## src/sv/fgbq_pkg.sv

```systemverilog
// Package for the feature grid bucket query block.
// Holds shared constants, codes and the command type passed from front to back.
// No dependencies.
package fgbq_pkg;

    localparam int CELL_PIXELS_DEF   = 10;
    localparam int GRID_CELLS_DEF    = 200;
    localparam int CELL_CAPACITY_DEF = 8;
    localparam int MAX_HITS_DEF      = 64;

    localparam int COORD_W = 8;
    localparam int COUNT_W = 4;
    localparam int INDEX_W = 12;

    typedef enum logic [1:0] {
        MODE_INSERT = 2'd0,
        MODE_QUERY  = 2'd1,
        MODE_CLEAR  = 2'd2,
        MODE_NONE   = 2'd3
    } t_mode;

    typedef enum logic [2:0] {
        ST_STORED  = 3'd0,
        ST_OUTSIDE = 3'd1,
        ST_FULL    = 3'd2,
        ST_HIT     = 3'd3,
        ST_EMPTY   = 3'd4,
        ST_CLEARED = 3'd5
    } t_status;

    typedef enum logic [2:0] {
        OP_STORE,
        OP_REJECT,
        OP_QEMPTY,
        OP_QUERY,
        OP_CLEAR
    } t_op;

    typedef struct packed {
        t_op                op;
        logic [COORD_W-1:0] x0;
        logic [COORD_W-1:0] x1;
        logic [COORD_W-1:0] y0;
        logic [COORD_W-1:0] y1;
    } t_cmd;

    typedef enum logic [3:0] {
        B_INIT,
        B_IDLE,
        B_CLR,
        B_INS_RD,
        B_INS_CHK,
        B_Q_RD,
        B_Q_CNT,
        B_Q_SLOT,
        B_Q_HIT,
        B_Q_END
    } t_bstate;

endpackage

```

## src/sv/fgbq_queue.sv

```systemverilog
// Two-entry command queue between front and back.
// Depends on fgbq_pkg.
module fgbq_queue (
    input  logic           i_clk,
    input  logic           i_rst_n,
    input  logic           i_push,
    input  fgbq_pkg::t_cmd i_cmd,
    output logic           o_full,
    input  logic           i_pop,
    output logic           o_empty,
    output fgbq_pkg::t_cmd o_cmd
);
    fgbq_pkg::t_cmd r_q [2];
    logic           r_wp, r_rp;
    logic [1:0]     r_cnt;

    always_ff @(posedge i_clk) begin
        if (!i_rst_n) begin
            r_wp  <= 1'b0;
            r_rp  <= 1'b0;
            r_cnt <= 2'd0;
        end else begin
            if (i_push) begin
                r_wp <= !r_wp;
            end
            if (i_pop) begin
                r_rp <= !r_rp;
            end
            r_cnt <= r_cnt + 2'(i_push) - 2'(i_pop);
        end
        if (i_push) begin
            r_q[r_wp] <= i_cmd;
        end
    end

    assign o_full  = r_cnt == 2'd2;
    assign o_empty = r_cnt == 2'd0;
    assign o_cmd   = r_q[r_rp];
endmodule

```

## config.mk

```make
export PLATFORM = sky130hd
export DESIGN_NAME = fgbq_queue
export DESIGN_NICKNAME = d
export VERILOG_FILES = /design/src/sv/fgbq_pkg.sv /design/src/sv/fgbq_queue.sv
export SDC_FILE = /design/constraint.sdc
export NUM_CORES = 1
export LEC_CHECK = 0
export BUFFER_PORTS_ARGS = -buffer_cell sky130_fd_sc_hd__buf_2
export CAP_MARGIN = 20
export CORE_MARGIN = 1.5
export CORE_UTILIZATION = 56
export CTS_CLUSTER_SIZE = 8
export DETAILED_ROUTE_END_ITERATION = 10
export PLACE_DENSITY = 0.84
export RECOVER_POWER = 50
export SLEW_MARGIN = 10
export SYNTH_ARGS = -nofsm -noshare
export SYNTH_HDL_FRONTEND = slang
export SYNTH_SLANG_ARGS = --single-unit
```

## constraint.sdc

```tcl
create_clock -name i_clk -period 6.7 [get_ports i_clk]
set_clock_uncertainty 0.2 [all_clocks]
set_input_delay 0.67 -clock i_clk [delete_from_list [all_inputs] [get_ports i_clk]]
set_output_delay 0.67 -clock i_clk [all_outputs]
set_load 0.005 [all_outputs]
```

# Word-level counts from Yosys, hierarchy flattened
# Memories as Yosys holds them, arrays and structs flattened. A register that Yosys moved wholly into a read port is not among the register bits.
# Cells that the tools add are included.
# word_totals
ff_bits	4
ram_bits	70
in_bits	39
out_inout_bits	37
wordCells	14
n_memories	1
# mem_list
name	words	width	rd	rd_ports_with_merged_regs	wr	line	text
r_q	2	35	1	1	1	fgbq_queue.sv:13	fgbq_pkg::t_cmd r_q [2];
# op_classes
addsub	2
eq_ne	1
n_mux	4
n_reduce_logical	3
# ops
cell	count
1-bit two-way mux	4
2-bit by 1-bit adder with 2-bit output	1
2-bit equality test, second input constant	1
1-bit logical NOT	2
2-bit logical NOT	1
2-bit by 1-bit subtractor with 2-bit output	1

# Longest topological paths before layout
# Gate-level depths: netlist (run 1).
# logic_depth
ltp_word	3
ltp_mapped	6
ltp_nobuf	6

# Least setup slack after synthesis (run 1)
# No wires, ideal clock.
# synth_timing
path_type	input to register
startpoint	input port i_push
endpoint	memory r_q[0][0] (netlist bit), enable pin
setup_ps	433
t_arrival_ps	2277
required_time_ps	6067
path_slack_ps	3791
path_stages	1
cell_sequence	nor2b_1
# synth_between
elab_chain_len	2
# synth_rtl
item	line	text
from (decl)	fgbq_queue.sv:6	input logic i_push,
1-bit two-way mux	fgbq_queue.sv:31	if (i_push) begin
1-bit two-way mux (implied by the code)	fgbq_queue.sv:32	r_q[r_wp] <= i_cmd;
to (decl)	fgbq_queue.sv:13	
# Every way passes these cells.

# Final worst setup path (run 1)
# layout_timing
startpoint	input port i_push
endpoint	memory r_q[0][6] (netlist bit), enable pin
# Same word-level chain as after synthesis.

==> impl_results.md, run 1 <==
- Status: complete, but fails checks
- Violated checks: capacitance limit, slew limit
- Synthesis-stage register bit count: 75
- First-pass GRT wire length: 6.08 mm
- Tmin final: 3.50 ns
- Reg2reg start: r_wp
- Initial cell density of the core: 57.6%
- CTS tree: done
- Slew margin rel.: -110%
- Hold WC Path Type: in -> reg
- Grt total ovfl: 0
- Core Util, Final: 68.5%
- Ys Warns: 0
- Critical path, cell by cell: clkbuf_1 > nor2b_1
- Worst-path fanout max: 36
- Die area: around 5600 um2
- Root Buffer: clkbuf_8
- Hold Path Depth: 1
- Post-cts sizing count: 0
- RSZ-0062 raised after global routing: no
- Vias: 1,383
- Number of buffer and inverter stages on the critical path: 1
- Footprint of the multi-input gates: roughly 620 um2
- Post-synthesis net count: about 170
- LEAKAGE: between 1 and 1.5 nW
- Post-route ant nets: 0
- Total power: 935 uW
- Synth-to-layout area growth: 18.9%
- Total core area: roughly 5000 um2
- Vias in the first global route: approximately 1,300
- GPL Wtd Cong: between 0.6 and 0.7
- Post-Route WL: 4.35 mm
- Worst Min Path Start: i_cmd[34]
- Filler Cell Count: 355
- IO Pins: 76
- Crit start category: primary input
- Critical Path RT: 6.37 ns
- Worst reg-to-reg path cell count: 1
- Number of instances in the placed design: 272
- Count of nets after finishing: 255
- # H-tree levels: 3
- Max-cap violations: 1
- Crit Path Class: in -> reg
- Post-DP HPWL: slightly below 3 mm
- Final slew viol count: 37
- Final hold violations: 0
- Design Area, Final: 3460 um2
- CP endpoint kind: register
- Worst-path clk slew: 0.07 ns
- # rows: 26
- Final-report setup violation count: 0
- TritonCTS Buffers: 9
- Final setup TNS: 0 ns
- DRC Markers: 0
- Worst reg2reg path endpoint: r_q[0][6]
- WL/cell: 15.1 um
- Fmax: 0.286 GHz
- Die width: 75.0 um
- Die Height: roughly 75 um
- Share of layout cells above drive strength 1: between 50% and 60%
- Port bufs: 75
- Worst vdd ir: 0.000195 V
- Placed cell areas: between 3000 and 4000 um2
- Detailed router's first-iteration violation count: 73
- Top cell family by delay on the critical path: simple AND/OR/NAND/NOR gates
- TritonRoute pass-1 iters: 5
- Via density: 4.80
- Post-Syn Instances: 130
- Hold Crit Endpoint: r_q[1][34]
- Register area share after synthesis: between 70 and 80%
- Insertion delay to the later sink of the worst-skew pair: 0.33 ns
- CTS Sinks: 75
- Initial antenna violation count: 0
- Mapped Area: slightly below 3000 um2
- Clock buffer depth: 2
- Hold_buf cts: 0
- Fin crit share: 52.2%
- Ant. Diodes: 0
- Avg Inst Size Synth: roughly 22 um2
- Max incr delay on CP: 2.34 ns
- Setup bufs post-CTS: 0
- Arrival time of the worst setup path: 3.17 ns
- Flop2flop setup slack: 3.40 ns
- Synth cell types: 14
- CP max-delay cell: nor2b_1
- Slew @ Worst Pin: roughly 3.1 ns
- Power Density: between 200 and 300 nW/um2
- Pin count of the biggest net entering global routing: 37
- GRT Total Usage: 15.7%
- Post-Layout Cell Count: 288
- Reg area: 2200 um2
-- layout by cell type, fill, tap and decap left out, drive strengths merged --
| master | count |
|---|---|
| nor2 | 1 |
| xnor3 | 1 |
| edfxtp | 70 |
| xor2 | 1 |
| inv | 2 |
| dfxtp | 5 |
| o21a | 1 |
| nor2b | 4 |
| ha | 2 |
| and2 | 4 |
| clkinv | 5 |
| mux2 | 35 |
| clkbuf | 27 |
| buf | 60 |
-- flip-flops by register name (all words and copies together) (netlist names), named ones only --
signal  flops
r_q        70
r_cnt       2
r_rp        1
r_wp        1
-- how the worst max path moves through the flow --
| stage | cells after the start | from | endpoint | slack (ns) |
|---|---|---|---|---|
| 4_1_cts | 2 | register | o_cmd[3] | 3.81 |
| 5_1_grt | 2 | i_push | r_q[0][3] | 2.98 |
| 3_5_place_dp | 2 | register | o_cmd[3] | 4.19 |
| 3_3_place_gp | 2 | register | o_cmd[2] | 4.20 |
| 2_1_floorplan | 1 | i_push | r_q[0][0] | 3.79 |
| 6_report | 2 | i_push | r_q[0][6] | 3.20 |
-- Yosys cell counts --
cell / n / area (um2)
buf_12: 3 / 60.1
nor2_1: 1 / 3.75
xor2_1: 1 / 8.76
xnor3_1: 1 / 22.5
o21a_1: 1 / 7.51
nor2b_1: 4 / 25.0
inv_1: 2 / 7.51
dfxtp_1: 5 / 100
ha_1: 2 / 25.0
mux2_4: 30 / 450
and2_1: 4 / 25.0
buf_6: 1 / 11.3
edfxtp_1: 70 / 2100
mux2_2: 5 / 56.3
-- routing by layer --
| layer | up-vias | part of all wire, % | track usage, % | wire (um) |
|---|---|---|---|---|
| met5 | - | 0 | 0 | 0 |
| met4 | 0 | 2.6 | 11.3 | 114 |
| met3 | 10 | 3.9 | 3.88 | 168 |
| met2 | 46 | 53 | 24.9 | 2300 |
| met1 | 662 | 41 | 18.8 | 1770 |
| li1 | 665 | - | - | - |
-- stage by stage --
step           hold slack [ns]  setup WS [ns]
3_5_place_dp             0.367           4.19
2_1_floorplan            0.355           3.79
4_1_cts                  0.311           3.81
5_1_grt                  0.310           2.98
6_report                 0.328           3.20
3_3_place_gp             0.363           4.20
-- report_power, final --
group | switching (mW) | internal (mW)
Sequential | 0.0134 | 0.542
Clock | 0.141 | 0.127
Combinational | 0.0439 | 0.0675
-- cell type report --
| cell class | instances | share of cell area (%) |
|---|---|---|
| multi-input cells | 49 | 18.1 |
| inverters | 2 | 0.217 |
| clock buffers | 10 | 3.69 |
| flip-flops and latches | 75 | 63.8 |
| repair buffers | 77 | 11.1 |
| well taps | 70 | 2.53 |
| clock inverters | 5 | 0.615 |
-- logic make-up (layout without fill, tap and decap cells) --
logic type                 count (synthesis)  after routing  synth area share, %
adders and majority gates                  2              2                0.861
AOI/OAI and AO/OA                          1              1                0.258
DFF                                       75             75                 75.8
buffers and inverters                      6             94                 2.71
xor gates and xnor gates                   2              2                 1.08
muxes                                     35             35                 17.4
and+or+nand+nor                            9              9                 1.85
Power figures use the tool's default switching activity.
==> run 2: changes to the inputs <==
--- a/config.mk
+++ b/config.mk
@@ -5,13 +5,14 @@
 export SDC_FILE = /design/constraint.sdc
 export NUM_CORES = 1
 export LEC_CHECK = 0
+export ABC_AREA = 1
 export BUFFER_PORTS_ARGS = -buffer_cell sky130_fd_sc_hd__buf_2
 export CAP_MARGIN = 20
 export CORE_MARGIN = 1.5
-export CORE_UTILIZATION = 56
+export CORE_UTILIZATION = 47
 export CTS_CLUSTER_SIZE = 8
 export DETAILED_ROUTE_END_ITERATION = 10
-export PLACE_DENSITY = 0.84
+export PLACE_DENSITY = 0.75
 export RECOVER_POWER = 50
 export SLEW_MARGIN = 10
 export SYNTH_ARGS = -nofsm -noshare
==> constraint.sdc (replaced) <==
create_clock -name i_clk -period 2.95 [get_ports i_clk]
set_clock_uncertainty 0.2 [all_clocks]
set_input_delay 0.295 -clock i_clk [delete_from_list [all_inputs] [get_ports i_clk]]
set_output_delay 0.295 -clock i_clk [all_outputs]
set_load 0.005 [all_outputs]
==> run 2 against run 1 <==
Net effect:
- sequential cell count did not move
- critical path type is now reg -> out
- largest power group unchanged
- the flow now finishes without violations
- non-clock buffer count rose by 38
- global-route usage rose by 0.24 points
==> impl_results.md, run 2 <==
- Synth top area share: 72.4% (unchanged)
- Die area: 6660 um2 (was 5630 um2)
- Arrival time of the worst setup path: 1.78 ns (was 3.17 ns)
- Grt total ovfl: 0 (unchanged)
- CTS tree: done (unchanged)
- Die width: 81.6 um (was 75.0 um)
- Post-Route WL: 5.01 mm (was 4.35 mm)
- Hold WC Path Type: in -> reg (unchanged)
- Max-cap violations: 0 (was 1)
- Fmax: 0.439 GHz
- Synth cell types: 12 (was 14)
- RSZ-0062 raised after global routing: no (unchanged)
- Hold Path Depth: 3 (was 1)
- Leading area contributor after synthesis: edfxtp_1 (unchanged)
- # H-tree levels: 3 (unchanged)
- Number of buffer and inverter stages on the critical path: 2 (was 1)
- Clock share of power: 32.1% (was 28.7%)
- Detailed router's first-iteration violation count: 36 (was 73)
- Largest register FFs: 70 (unchanged)
- Root Buffer: clkbuf_8 (unchanged)
- Initial cell density of the core: 48.8% (was 57.6%)
- Synth-to-layout area growth: 32.7% (was 18.9%)
- Critical Path RT: 2.46 ns (was 6.37 ns)
- Most frequent cells in the layout: edfxtp_1 (70), buf_2 (51), dlygate4sd3_1 (35) (was edfxtp_1 (70), buf_2 (58), mux2_4 (30))
- Core Util, Final: 64.7% (was 68.5%)
- Register area share after synthesis: 75.8% (unchanged)
- Top flop regs: r_q: 70 flops, r_cnt: 2 flops (unchanged)
- Ys Warns: 0 (unchanged)
- Final-report setup violation count: 0 (unchanged)
- GPL Wtd Cong: 0.713 (was 0.681)
- Worst Min Path Start: i_rst_n (was i_cmd[34])
- Synth top cells by count: edfxtp_1 (70), mux2_4 (30), nor2_1 (9) (was edfxtp_1 (70), mux2_4 (30), dfxtp_1 (5), mux2_2 (5))
- Filler Cell Count: 463 (was 355)
- Clock buffer depth: 2 (unchanged)
- Count of nets after finishing: 305 (was 255)
- CP max-delay cell: dfxtp_2 (was nor2b_1)
- Slew @ Worst Pin: 1.11 ns (was 3.15 ns)
- Via density: 4.70 (was 4.80)
- Final slew viol count: 0 (was 37)
- Post-DP HPWL: 3.24 mm (was 2.90 mm)
- Share of layout cells above drive strength 1: 39.2% (was 50.0%)
- Final setup TNS: 0 ns (unchanged)
- Total core area: 5960 um2 (was 5040 um2)
- Flop2flop setup slack: 0.96 ns (was 3.40 ns)
- Final hold violations: 0 (unchanged)
- Die Height: 81.6 um (was 75.0 um)
- Reg with most FFs: r_q (unchanged)
- Post-synth EDFFs: 70 (unchanged)
- CTS Sinks: 75 (unchanged)
- WL/cell: 14.6 um (was 15.1 um)
- Reg2reg start: r_wp (unchanged)
- Max incr delay on CP: 0.70 ns (was 2.34 ns)
- DRC Markers: 0 (unchanged)
- Worst reg-to-reg path cell count: 3 (was 1)
- Total power: 2.24 mW (was 935 uW)
- Post-route ant nets: 0 (unchanged)
- CP endpoint kind: primary output (was register)
- Combinational share of power: 11.8% (was 11.9%)
- Sw Share: 21.0% (was 21.2%)
- Fin crit share: between 70% and 80%
- # rows: 28 (was 26)
- Slew margin rel.: 26.3% (was -110%)
- Synthesis-stage register bit count: 75 (unchanged)
- Setup bufs post-CTS: 0 (unchanged)
- Insertion delay to the later sink of the worst-skew pair: 0.33 ns (about the same)
- Vias in the first global route: 1,647 (was 1,285)
- Post-synthesis net count: 183 (was 171)
- Synth area leaders: edfxtp_1 (72%), mux2_4 (16%), dfxtp_1 (3.4%), buf_12 (2.1%), mux2_2 (1.9%) (unchanged)
- Sequential power share: 56.2% (was 59.4%)
- Pint: 1.76 mW (was 737 uW)
- Top-count cell post-synth: edfxtp_1 (unchanged)
- Crit start category: register (was primary input)
- Pin count of the biggest net entering global routing: 21 (was 37)
- Ys flop type: edfxtp_1 (unchanged)
- Async SR Flop Fraction: 0% (unchanged)
- TritonCTS Buffers: 9 (unchanged)
- Worst-path fanout max: 19 (was 36)
- Crit Path Class: reg -> out (was in -> reg)
- Initial antenna violation count: 0 (unchanged)
- GRT Total Usage: 15.9% (was 15.7%)
- Tmin final: 2.28 ns
- TritonRoute pass-1 iters: 4 (was 5)
- Post-cts sizing count: 0 (unchanged)
- Post-Syn Instances: 142 (was 130)
- Worst-path clk slew: 0.07 ns (about the same)
- Hold_buf cts: 35 (was 0)
- Mapped Area: 2910 um2 (unchanged)
- Avg Inst Size Synth: 20.5 um2 (was 22.3 um2)
- LEAKAGE: 1.53 nW (was 1.35 nW)
- Psw: 470 uW (was 198 uW)
- Worst reg2reg path endpoint: r_q[1][6] (was r_q[0][6])
- Critical path, cell by cell: buf_12 > mux2_2 > buf_2 (was clkbuf_1 > nor2b_1)
- First-pass GRT wire length: 7.58 mm (was 6.08 mm)
- Power Density: 580 nW/um2 (was 271 nW/um2)
- Hold Crit Endpoint: r_cnt[0] (was r_q[1][34])
- Worst vdd ir: 0.000370 V (was 0.000195 V)
- IO Pins: 76 (unchanged)
- Most common cell after layout, fill and taps aside: edfxtp_1 (unchanged)
- Ant. Diodes: 0 (unchanged)
- Status: complete, no violations (was complete, but fails checks)
- Top cell family by delay on the critical path: flip-flops (was simple AND/OR/NAND/NOR gates)
- Port bufs: 75 (unchanged)
- Vias: 1,613 (was 1,383)
run 2: cell types whose count changed in the layout (fill, tap and decap cells not counted), moves of 4 or more:
cell | previous run | this run
inv_1 | 2 | 7
nor2b_1 | 4 | 0
nor2_1 | 1 | 8
clkbuf_1 | 16 | 26
buf_2 | 58 | 51
dlygate4sd3_1 | 0 | 35
nand2_1 | 0 | 8
run 2: worst max-delay path by stage:
stage	slack [ns]	endpoint	startpoint	cells after the start
CTS	0.64	o_cmd[3]	register	3
finish	0.67	o_cmd[3]	register	3
detailed placement	0.99	o_cmd[3]	register	3
floorplan	0.51	r_q[0][0]	i_push	2
global placement	1.01	o_cmd[3]	register	3
global route	0.59	o_cmd[3]	register	3
run 2: cell type report:
cell class / count / area, um2 / area share, %
clock inverters: 6 / 57.6 / 1.49
multi-input cells: 56 / 613 / 15.9
inverters: 7 / 26.3 / 0.681
flip-flops and latches: 75 / 2200 / 57.1
clock buffers: 9 / 124 / 3.21
well taps: 75 / 93.8 / 2.43
repair buffers: 115 / 738 / 19.1
run 2: metrics by stage:
stage	area [um2]	worst slack, ns	std cells	hold slack (ns)
floorplan	2910	0.513	142	0.188
global placement	3360	1.01	293	0.279
detailed placement	3360	0.991	293	0.286
CTS	3890	0.637	343	0.00221
global route	3860	0.585	343	0.0296
finish	3860	0.674	343	0.0117
run 2: routing by layer:
| metal | up-vias | GRT usage [%] | part of all wire (%) |
|---|---|---|---|
| met5 | - | 0 | 0 |
| met4 | 0 | 7.80 | 2.4 |
| met3 | 12 | 3.56 | 4.2 |
| met2 | 54 | 28.8 | 55 |
| met1 | 770 | 17.7 | 38 |
| li1 | 777 | - | - |
run 2: kinds of logic after synthesis:
group / after synthesis / share of synthesized area, %
flops: 75 / 75.8
buf+inv: 11 / 3.36
mux: 35 / 17.4
compound gates: 1 / 0.172
fa+ha+maj: 2 / 0.861
simple gates: 18 / 2.37
run 2: tightest hold or removal path: cells and delay by family:
kind,cells,cell delay [ns]
and+or+nand+nor,1,0.05
buffers and inverters,2,0.16
run 2: power by group through the flow:
stage	logic [mW]	registers, mW	clock network, mW
floorplan	0.150	1.27	0
global placement	0.227	1.28	0
detailed placement	0.235	1.28	0
CTS	0.272	1.26	0.732
global route	0.292	1.26	0.774
finish	0.263	1.26	0.717
