==> src/sv/fgbq_pkg.sv <==
// Package for the feature grid bucket query block.
// Holds shared constants, codes and the command type passed from front to back.
// No dependencies.
package fgbq_pkg;

    localparam int CELL_PIXELS_DEF   = 10;
    localparam int GRID_CELLS_DEF    = 200;
    localparam int CELL_CAPACITY_DEF = 8;
    localparam int MAX_HITS_DEF      = 64;

    localparam int COORD_W = 8;
    localparam int COUNT_W = 4;
    localparam int INDEX_W = 12;

    typedef enum logic [1:0] {
        MODE_INSERT = 2'd0,
        MODE_QUERY  = 2'd1,
        MODE_CLEAR  = 2'd2,
        MODE_NONE   = 2'd3
    } t_mode;

    typedef enum logic [2:0] {
        ST_STORED  = 3'd0,
        ST_OUTSIDE = 3'd1,
        ST_FULL    = 3'd2,
        ST_HIT     = 3'd3,
        ST_EMPTY   = 3'd4,
        ST_CLEARED = 3'd5
    } t_status;

    typedef enum logic [2:0] {
        OP_STORE,
        OP_REJECT,
        OP_QEMPTY,
        OP_QUERY,
        OP_CLEAR
    } t_op;

    typedef struct packed {
        t_op                op;
        logic [COORD_W-1:0] x0;
        logic [COORD_W-1:0] x1;
        logic [COORD_W-1:0] y0;
        logic [COORD_W-1:0] y1;
    } t_cmd;

    typedef enum logic [3:0] {
        B_INIT,
        B_IDLE,
        B_CLR,
        B_INS_RD,
        B_INS_CHK,
        B_Q_RD,
        B_Q_CNT,
        B_Q_SLOT,
        B_Q_HIT,
        B_Q_END
    } t_bstate;

endpackage

==> src/sv/fgbq_front.sv <==
// Front end: accepts items, scales pixels to cells and classifies them into commands.
// Depends on fgbq_pkg.
module fgbq_front #(
    parameter int CELL_PIXELS = fgbq_pkg::CELL_PIXELS_DEF,
    parameter int GRID_CELLS  = fgbq_pkg::GRID_CELLS_DEF
) (
    input  logic               i_clk,
    input  logic               i_rst_n,
    input  logic               i_hold,
    input  logic               start,
    input  logic [1:0]         i_mode,
    input  logic signed [12:0] i_u_pixel,
    input  logic signed [12:0] i_v_pixel,
    input  logic [10:0]        i_radius_pixels,
    output logic               o_busy,
    input  logic               i_q_full,
    output logic               o_push,
    output fgbq_pkg::t_cmd     o_cmd
);
    localparam int RECIP_SH = 20;
    localparam int RECIP    = (2**RECIP_SH + CELL_PIXELS - 1) / CELL_PIXELS;
    localparam int PW       = 33;

    logic          r_vld, n_vld;
    logic          r_ph, n_ph;
    logic [1:0]    r_mode;
    logic          r_neg;
    logic [11:0]   r_u, r_v;
    logic [10:0]   r_rad;
    logic [PW-1:0] r_pu, r_pv, r_pr;

    logic               accept;
    logic [12:0]        cx, cy, rc;
    logic signed [13:0] xl, xh, yl, yh, gmax;
    fgbq_pkg::t_cmd     cmd;

    assign accept = start && !o_busy;
    assign o_busy = r_vld || i_hold;

    always_ff @(posedge i_clk) begin
        if (!i_rst_n) begin
            r_vld <= 1'b0;
            r_ph  <= 1'b0;
        end else begin
            r_vld <= n_vld;
            r_ph  <= n_ph;
        end
        if (accept) begin
            r_mode <= i_mode;
            r_neg  <= i_u_pixel[12] || i_v_pixel[12];
            r_u    <= i_u_pixel[11:0];
            r_v    <= i_v_pixel[11:0];
            r_rad  <= i_radius_pixels;
        end
        r_pu <= PW'(r_u) * PW'(RECIP);
        r_pv <= PW'(r_v) * PW'(RECIP);
        r_pr <= PW'(r_rad) * PW'(RECIP);
    end

    always_comb begin
        cx   = r_pu[RECIP_SH +: 13];
        cy   = r_pv[RECIP_SH +: 13];
        rc   = r_pr[RECIP_SH +: 13];
        gmax = 14'(GRID_CELLS - 1);
        xl   = $signed({1'b0, cx}) - $signed({1'b0, rc});
        xh   = $signed({1'b0, cx}) + $signed({1'b0, rc});
        yl   = $signed({1'b0, cy}) - $signed({1'b0, rc});
        yh   = $signed({1'b0, cy}) + $signed({1'b0, rc});
        cmd.op = fgbq_pkg::OP_CLEAR;
        cmd.x0 = cx[7:0];
        cmd.y0 = cy[7:0];
        cmd.x1 = (xh > gmax) ? gmax[7:0] : xh[7:0];
        cmd.y1 = (yh > gmax) ? gmax[7:0] : yh[7:0];
        unique case (r_mode)
            fgbq_pkg::MODE_INSERT: begin
                if (r_neg || cx >= 13'(GRID_CELLS) || cy >= 13'(GRID_CELLS)) begin
                    cmd.op = fgbq_pkg::OP_REJECT;
                end else begin
                    cmd.op = fgbq_pkg::OP_STORE;
                end
            end
            fgbq_pkg::MODE_QUERY: begin
                cmd.x0 = xl[13] ? '0 : xl[7:0];
                cmd.y0 = yl[13] ? '0 : yl[7:0];
                if (r_neg || xl > gmax || yl > gmax) begin
                    cmd.op = fgbq_pkg::OP_QEMPTY;
                end else begin
                    cmd.op = fgbq_pkg::OP_QUERY;
                end
            end
            default: cmd.op = fgbq_pkg::OP_CLEAR;
        endcase
    end

    always_comb begin
        n_vld  = r_vld;
        n_ph   = r_ph;
        o_push = 1'b0;
        if (accept) begin
            n_vld = (i_mode != fgbq_pkg::MODE_NONE);
            n_ph  = 1'b0;
        end else if (r_vld && !r_ph) begin
            n_ph = 1'b1;
        end else if (r_vld && r_ph && !i_q_full) begin
            o_push = 1'b1;
            n_vld  = 1'b0;
        end
    end

    assign o_cmd = cmd;
endmodule

==> config.mk <==
export PLATFORM = sky130hd
export DESIGN_NAME = fgbq_front
export DESIGN_NICKNAME = d
export VERILOG_FILES = /design/src/sv/fgbq_pkg.sv /design/src/sv/fgbq_front.sv
export SDC_FILE = /design/constraint.sdc
export NUM_CORES = 1
export LEC_CHECK = 0
export BUFFER_PORTS_ARGS = -buffer_cell sky130_fd_sc_hd__buf_2
export CAP_MARGIN = 20
export CORE_MARGIN = 2
export CORE_UTILIZATION = 40
export DETAILED_ROUTE_END_ITERATION = 8
export GPL_TIMING_DRIVEN = 0
export HOLD_SLACK_MARGIN = 0.03
export PLACE_DENSITY = 0.68
export SYNTH_ARGS = -nofsm -noshare
export SYNTH_HDL_FRONTEND = slang
export SYNTH_SLANG_ARGS = --single-unit
==> constraint.sdc <==
create_clock -name i_clk -period 5.34 [get_ports i_clk]
set_clock_uncertainty 0.05 [all_clocks]
set_input_delay 1.335 -clock i_clk [delete_from_list [all_inputs] [get_ports i_clk]]
set_output_delay 1.335 -clock i_clk [all_outputs]
set_load 0.05 [all_outputs]
* Word-level counts from Yosys, hierarchy flattened
Index checks and enable logic that the tools add are counted.
Widths: inputs -> output; s select.
** Operators by class
- Equality and inequality tests :: 3
- Multipliers :: 3
- Reduce and logical (&&, ||, !) cells :: 17
- $lt $le $gt $ge :: 6
- Div/mod/pow operators :: 0
- Multiplexer cells :: 15
- Bitwise operators :: 1
- Shift-type cells :: 0
- $add $sub $neg :: 4
** Operators with widths (count)
- $mul 12x16->28 const B :: 2
- $mux 8 :: 6
- $mul 11x16->27 const B :: 1
- $add 9x8->10 :: 2
- $gt 10x8->1 const B :: 2
- $gt 10x9->1 const B :: 2
- $sub 9x8->10 :: 2
- $ge 9x8->1 const B :: 2
- $mux 1 :: 8
- $logic_or 1x1->1 :: 6
- $pmux 3 s2 :: 1
- $logic_and 1x1->1 :: 4
- $ne 2x2->1 const B :: 2
- $logic_not 1->1 :: 3
- $eq 2x1->1 const B :: 1
- $logic_not 2->1 :: 1
- $reduce_and 2->1 :: 1
- $reduce_bool 2->1 :: 1
- $reduce_or 2->1 :: 1
- $not 1->1 :: 1
** Storage, ports and cells
- Latch bits :: 0
- Memory bits (writable) :: 0
- ROM bits :: 0
- Memories :: 0
- Input port bits :: 44
- Logic and storage cells :: 59
- Output and inout bits :: 37
- Register bits :: 123

* Depth between registers and ports, before layout
Gate-level depths: netlist of run 1.
- Depth in word-level cells :: 6
- Mapped depth :: 19
- Gate-level depth less buffers :: 19

* Worst setup path before layout of run 1
No wires, ideal clock.
- Kind :: register -> register
- Start point :: register r_rad[9]
- End point :: register r_pr[26]
- Path slack :: 0.692 ns
- Data required time :: 5.226 ns
- Buffers on the path :: 0
- Setup time :: 0.064 ns
- Data arrival time :: 4.534 ns
- Clock period less this slack :: 4.648 ns
- Stages on the path, launching flop included :: 18
- Cells stage by stage :: edfxtp_1 -> inv_1 -> ha_1 -> inv_1 -> fa_1 -> fa_1 -> inv_1 -> fa_1 -> fa_1 -> inv_1 -> ha_1 -> a21oi_1 -> nor2_1 -> or3_1 -> nor2_1 -> a31oi_1 -> or4_1 -> nand4_1
** Between the ends
- Cells in the longest elaborated chain, start to end :: 1
** RTL lines
- start: declaration :: RTL line fgbq_front.sv:29 : logic [10:0] r_rad;
- start signal: assignment :: RTL line fgbq_front.sv:53 : r_rad <= i_radius_pixels;
- $mul 11x16->27 :: RTL line fgbq_front.sv:57 : r_pr <= PW'(r_rad) * PW'(RECIP);
- end signal: assignment :: RTL line fgbq_front.sv:57
- end: declaration :: RTL line fgbq_front.sv:30 : logic [PW-1:0] r_pu, r_pv, r_pr;
Every way passes these cells.
A chain may end at the register's enable or synchronous reset.

* Worst setup path after layout of run 1
- Start point :: register r_rad[5]
- End point :: register r_pr[26]
The elaborated chain is that of the path after synthesis.

==> impl_metrics.env, run 1 <==
export IMPL_crit_fanout=5
export IMPL_avgSynthCellArea_sq_um=9.483
export IMPL_grt_start_max_net_pins=35
export IMPL_maxSlewHeadroom=0.5687
export IMPL_port_buffers=80
export IMPL_start_util=0.4084
export IMPL_synthCells=1203
export IMPL_path_clk_slew_ns=0.06
export IMPL_grt_ovfl_total=0
export IMPL_final_antenna_net_count=0
export IMPL_routedWlPerCell_um=14.79
export IMPL_synth_edf_count=38
export IMPL_setup_viol=0
export IMPL_fin_util=0.4520
export IMPL_grt_pass1_wl_mm=42.57
export IMPL_die_h_um=172.9
export IMPL_status="completed"
export IMPL_fin_crit_sh=0.9542
export IMPL_synth_area_sq_um=11410
export IMPL_route_detailed_drc=0
export IMPL_ys_seq_area_frac=0.1492
export IMPL_ys_types=68
export IMPL_maxCapViolations=0
export IMPL_slew_violations=0
export IMPL_setup_tns_ns=0
export IMPL_drtPass1Iterations=5
export IMPL_vias=8383
export IMPL_fmax_mhz=196.3
export IMPL_cts_htree_levels=3
export IMPL_multi_input_area_sq_um=8509
export IMPL_cts_buffers=9
export IMPL_layout_min_cycle_time_ns=5.095
export IMPL_dieArea_sq_um=29890
export IMPL_hold_depth=2
export IMPL_clk_latency_ns=0.34
export IMPL_seq_area_sq_um=1702
export IMPL_fp_row_count=61
export IMPL_cts_tree="done"
export IMPL_ys_seq_elements=66
export IMPL_path_class="flop to flop"
export IMPL_rsz0062_at_grt="false"
export IMPL_drt_iter0_markers=387
export IMPL_r2r_cells=15
export IMPL_synth_ff_type="edfxtp_1"
export IMPL_worst_setup_path_end_kind="flop"
export IMPL_tightest_slew_ns=0.6470
export IMPL_nNetsFinal=1724
export IMPL_fin_cells=1679
export IMPL_cp_arrival_ns=5.33
export IMPL_n_antenna_cell=0
export IMPL_root_buffer="clkbuf_16"
export IMPL_async_flop_share=0
export IMPL_cp_start_kind="flop"
export IMPL_globalRouteTotalUtil=0.1754
export IMPL_syn_to_final_growth_pct=10.67
export IMPL_place_congestion=0.8949
export IMPL_hold_viol=0
export IMPL_cts_sinks=66
export IMPL_vias_per_cell=4.993
export IMPL_grt_pass1_vias=8918
export IMPL_fp_coreArea_sq_um=27930
export IMPL_hold_class="flop to flop"
export IMPL_antenna_found_initial=0
export IMPL_drive_gt1_frac=0.09531
export IMPL_cp_required_ns=5.57
export IMPL_ios=81
export IMPL_dp_cells=1662
export IMPL_nFillCells=2765
export IMPL_cts_hold_buf=0
export IMPL_fp_dieW_um=172.9
export IMPL_dpl_hpwl_mm=21.87
export IMPL_clk_path_buf_depth=2
export IMPL_ys_warnings_count=0
export IMPL_drt_wl_total_mm=24.83
export IMPL_synth_fp_nets=1631
[worst paths after layout]
kind              slack [ns]  endpoint      from
setup / recovery        0.24  r_pr[26]  r_rad[5]
setup reg to reg        0.24  r_pr[26]  r_rad[5]
hold / removal          0.55      r_ph      r_ph
hold reg to reg         0.55      r_ph      r_ph
[through the flow]
stage          area, sq um  setup slack, ns  hold WS [ns]
3_3_place_gp         12280           0.3053        0.4439
6_report             12630           0.2445        0.5451
4_1_cts              12610           0.2169        0.5409
3_5_place_dp         12310           0.2733        0.5261
2_1_floorplan        11410           0.6921        0.4261
5_1_grt              12630          0.04920        0.6001
[critical path, stage by stage (launching register included)]
cell,delay (ns)
edfxtp_1,0.50
ha_1,0.39
fa_1,0.53
fa_1,0.53
inv_1,0.06
fa_1,0.50
fa_1,0.55
inv_1,0.04
ha_1,0.32
a21oi_1,0.22
nor2_1,0.09
or3_1,0.36
nor2_1,0.17
a31oi_1,0.19
or4_1,0.44
nand4_1,0.10
[what timing repair did]
action | 4_1_cts | 5_1_grt
gates resized for setup | 0 | 1
buffers inserted | 0 | 1
setup endpoints to repair | 0 | 2
[synth_stat cells, types with 8 or more instances]
master	n	area share
inv_1	304	0.10
ha_1	258	0.28
fa_1	126	0.22
a21oi_1	60	0.026
nor2_1	51	0.017
edfxtp_1	38	0.10
o21ai_0	37	0.016
nand2_1	32	0.011
dfxtp_1	28	0.049
xnor2_1	28	0.021
nand2b_1	18	0.0099
nor3_1	18	0.0079
o21a_1	17	0.011
xor2_1	14	0.011
nand3_1	13	0.0057
a22o_1	12	0.0092
nand4_1	10	0.0055
nor2b_1	10	0.0055
a21o_1	8	0.0053
o211ai_1	8	0.0053
[flip-flops by register name, summed over array words and instances, names as in the netlist, 2 cells and up]
register / cells
r_mode: 2
r_pr: 8
r_pu: 9
r_pv: 9
r_rad: 11
r_u: 12
r_v: 12
[per-layer routing]
metal,global-route usage,share of wire,up-vias
met5,0,0,-
met4,0.03284,0.011,0
met3,0.03056,0.037,18
met2,0.3115,0.48,148
met1,0.2249,0.47,4023
li1,-,-,4194
[layout by cell type, fill, tap and decap left out, types with 4 or more instances in the layout]
master,synthesis,final
xor2_1,14,14
fa_1,126,126
nand2b_1,18,18
o21ai_0,37,37
clkbuf_1,6,6
nor3_1,18,18
nand3_1,13,13
a21o_1,8,8
nor2b_1,10,10
o31a_1,5,5
o21a_1,17,17
dfxtp_1,28,28
a21oi_1,60,60
ha_1,258,258
or2_2,5,5
nand2_1,32,32
nor2_1,51,50
edfxtp_1,38,38
inv_1,304,304
xnor2_1,28,28
clkbuf_16,0,9
a31oi_1,4,4
buf_2,2,82
o311ai_0,4,4
nor4_1,6,6
o211ai_1,8,8
a22oi_1,4,4
and2_1,5,5
nand4_1,10,10
a22o_1,12,12
a211oi_1,6,6
[area by class of cell]
type | count | area share
repair buffers | 82 | 0.03389
well taps | 378 | 0.03746
clock inverters | 7 | 0.006144
multi-input cells | 821 | 0.6740
inverters | 304 | 0.09038
plain buffers | 12 | 0.005549
flip-flops and latches | 66 | 0.1348
clock buffers | 9 | 0.01784
[logic make-up after synthesis]
| logic type | after synthesis | synth area share |
|---|---|---|
| AO/OA/AOI/OAI | 207 | 0.1237 |
| XOR/XNOR | 42 | 0.03224 |
| adder cells (fa/ha/maj) | 384 | 0.5041 |
| buffers and inverters | 316 | 0.1062 |
| flip-flops | 66 | 0.1492 |
| multiplexers | 4 | 0.003619 |
| AND/OR/NAND/NOR | 184 | 0.08105 |
Power of run 1 is left out: the tool's default activity adds up to more than one toggle a clock period on the data nets, which glitch-free logic cannot reach.
==> inputs of run 2 (changes only) <==
- clock period: 5.34 -> 4.7 ns (I/O delays scaled with it)
==> run 2 against run 1 <==
  * The flow now finishes with violations (negative setup slack)
  * Setup slack got worse by 0.28 ns
  * Routed wire length rose by 8.7%
  * Sequential share of layout area fell by 1.1 points
  * Global-route usage rose by 0.52 points
  * Non-clock buffer count rose by 58
  * Critical path type unchanged
  * Largest cell class unchanged
  * Highest routed layer unchanged
==> impl_metrics.env, run 2 (synthesized netlist as in run 1, its figures left out) <==
export IMPL_status="finished with violations"
export IMPL_violations="negative setup slack"
export IMPL_syn_to_final_growth_pct=20.78
export IMPL_cp_arrival_ns=4.90
export IMPL_die_h_um=172.9
export IMPL_layout_commonest_cell="inv_1"
export IMPL_grt_ovfl_total=0
export IMPL_layout_common_cells="284 x inv_1, 223 x ha_1, 110 x fa_1"
export IMPL_reg_top3="r_u x12, r_v x12, r_rad x11"
export IMPL_grt_pass1_vias=9219
export IMPL_tightest_slew_ns=0.6744
export IMPL_layout_min_cycle_time_ns=4.731
export IMPL_n_antenna_cell=0
export IMPL_cp_start_kind="flop"
export IMPL_hold_depth=2
export IMPL_dieArea_sq_um=29890
export IMPL_vias_per_cell=5.058
export IMPL_multi_input_area_sq_um=9213
export IMPL_slew_violations=0
export IMPL_maxCapViolations=0
export IMPL_routedWlPerCell_um=15.53
export IMPL_vias=8785
export IMPL_cts_buffers=9
export IMPL_drt_iter0_markers=421
export IMPL_globalRouteTotalUtil=0.1806
export IMPL_dp_cells=1662
export IMPL_grt_start_max_net_pins=35
export IMPL_cp_required_ns=4.86
export IMPL_worst_setup_path_end_kind="flop"
export IMPL_port_buffers=80
export IMPL_clk_latency_ns=0.35
export IMPL_nFillCells=2610
export IMPL_path_class="flop to flop"
export IMPL_final_antenna_net_count=0
export IMPL_hold_class="flop to flop"
export IMPL_drtPass1Iterations=5
export IMPL_fp_coreArea_sq_um=27930
export IMPL_setup_slack_ns=-0.03068
export IMPL_drt_wl_total_mm=26.98
export IMPL_crit_fanout=3
export IMPL_r2r_end="r_pv[28]"
export IMPL_reg2reg_from="r_v[7]"
export IMPL_route_detailed_drc=0
export IMPL_setup_tns_ns=-0.05817
export IMPL_reg2reg_setup_slack_ns=-0.03
export IMPL_fin_cells=1737
export IMPL_drive_gt1_frac=0.2193
export IMPL_place_congestion=0.8949
export IMPL_start_util=0.4084
export IMPL_setup_viol=2
export IMPL_path_clk_slew_ns=0.06
export IMPL_cts_sinks=66
export IMPL_cts_tree="done"
export IMPL_cts_htree_levels=3
export IMPL_seq_area_sq_um=1703
export IMPL_fp_row_count=61
export IMPL_grt_pass1_wl_mm=43.84
export IMPL_holdWs_ns=0.5501
export IMPL_fin_crit_sh=1.007
export IMPL_hold_viol=0
export IMPL_dpl_hpwl_mm=21.87
export IMPL_fmax_mhz=211.4
export IMPL_cts_hold_buf=0
export IMPL_nNetsFinal=1782
export IMPL_root_buffer="clkbuf_16"
export IMPL_ios=81
export IMPL_hold_path_startpoint="r_ph"
export IMPL_antenna_found_initial=0
export IMPL_r2r_cells=17
export IMPL_rsz0062_at_grt="true"
export IMPL_clk_path_buf_depth=2
export IMPL_maxSlewHeadroom=0.5504
export IMPL_whs_endpoint="r_ph"
export IMPL_fp_dieW_um=172.9
export IMPL_fin_util=0.4933
[run 2: cell count changes in the layout (fill, tap and decap cells not counted), sizes merged]
cell,previous run,this run
buf,88,146
[run 2: worst max-delay path: stages (launching register included)]
cell and delay, ns:
edfxtp_1 0.51, ha_4 0.33, inv_2 0.04, fa_2 0.49, fa_1 0.53, inv_2 0.05, fa_1 0.52, inv_2 0.04
fa_1 0.52, inv_2 0.05, ha_4 0.16, a21oi_2 0.13, o211ai_1 0.13, a221oi_2 0.28, nand2_1 0.12, a311o_1 0.40
mux2i_1 0.21, nor3_2 0.05
[run 2: worst max path at each step]
stage | from | to | slack (ns) | cells past startpoint
floorplan | r_rad[9] | r_pr[26] | 0.05 | 17
detailed placement | r_rad[5] | r_pr[26] | -0.37 | 15
CTS | r_v[7] | r_pv[28] | -0.03 | 17
global route | r_v[10] | r_pv[28] | -0.24 | 17
finish | r_v[7] | r_pv[28] | -0.03 | 17
global placement | r_v[9] | r_pv[28] | -0.33 | 17
[run 2: layout make-up]
type,instances,share of cell area
flip-flops and latches,66,0.1236
plain buffers,12,0.005085
inverters,304,0.08299
clock buffers,9,0.01634
multi-input cells,821,0.6686
well taps,378,0.03432
clock inverters,7,0.005630
repair buffers,140,0.06347
[run 2: repair_timing]
item	CTS	global route
resized for setup	45	94
buffers inserted	38	23
pin swaps	35	75
setup endpoints to repair	23	26
[run 2: stage by stage]
stage,setup slack [ns],area [sq um]
after floorplan,0.05213,11410
after global placement,-0.3347,12280
after detailed placement,-0.3667,12310
after CTS,-0.03364,13130
after global routing,-0.2437,13780
final,-0.03068,13780
[run 2: metal layers]
layer / up-vias / part of all wire / GRT usage / wire length (um)
li1: 4305 / - / - / -
met1: 4250 / 0.45 / 0.2297 / 12050
met2: 197 / 0.50 / 0.3217 / 13400
met3: 33 / 0.040 / 0.03166 / 1080
met4: 0 / 0.017 / 0.03637 / 448
met5: - / 0 / 0 / 0
Power of run 2 is left out for the same reason.
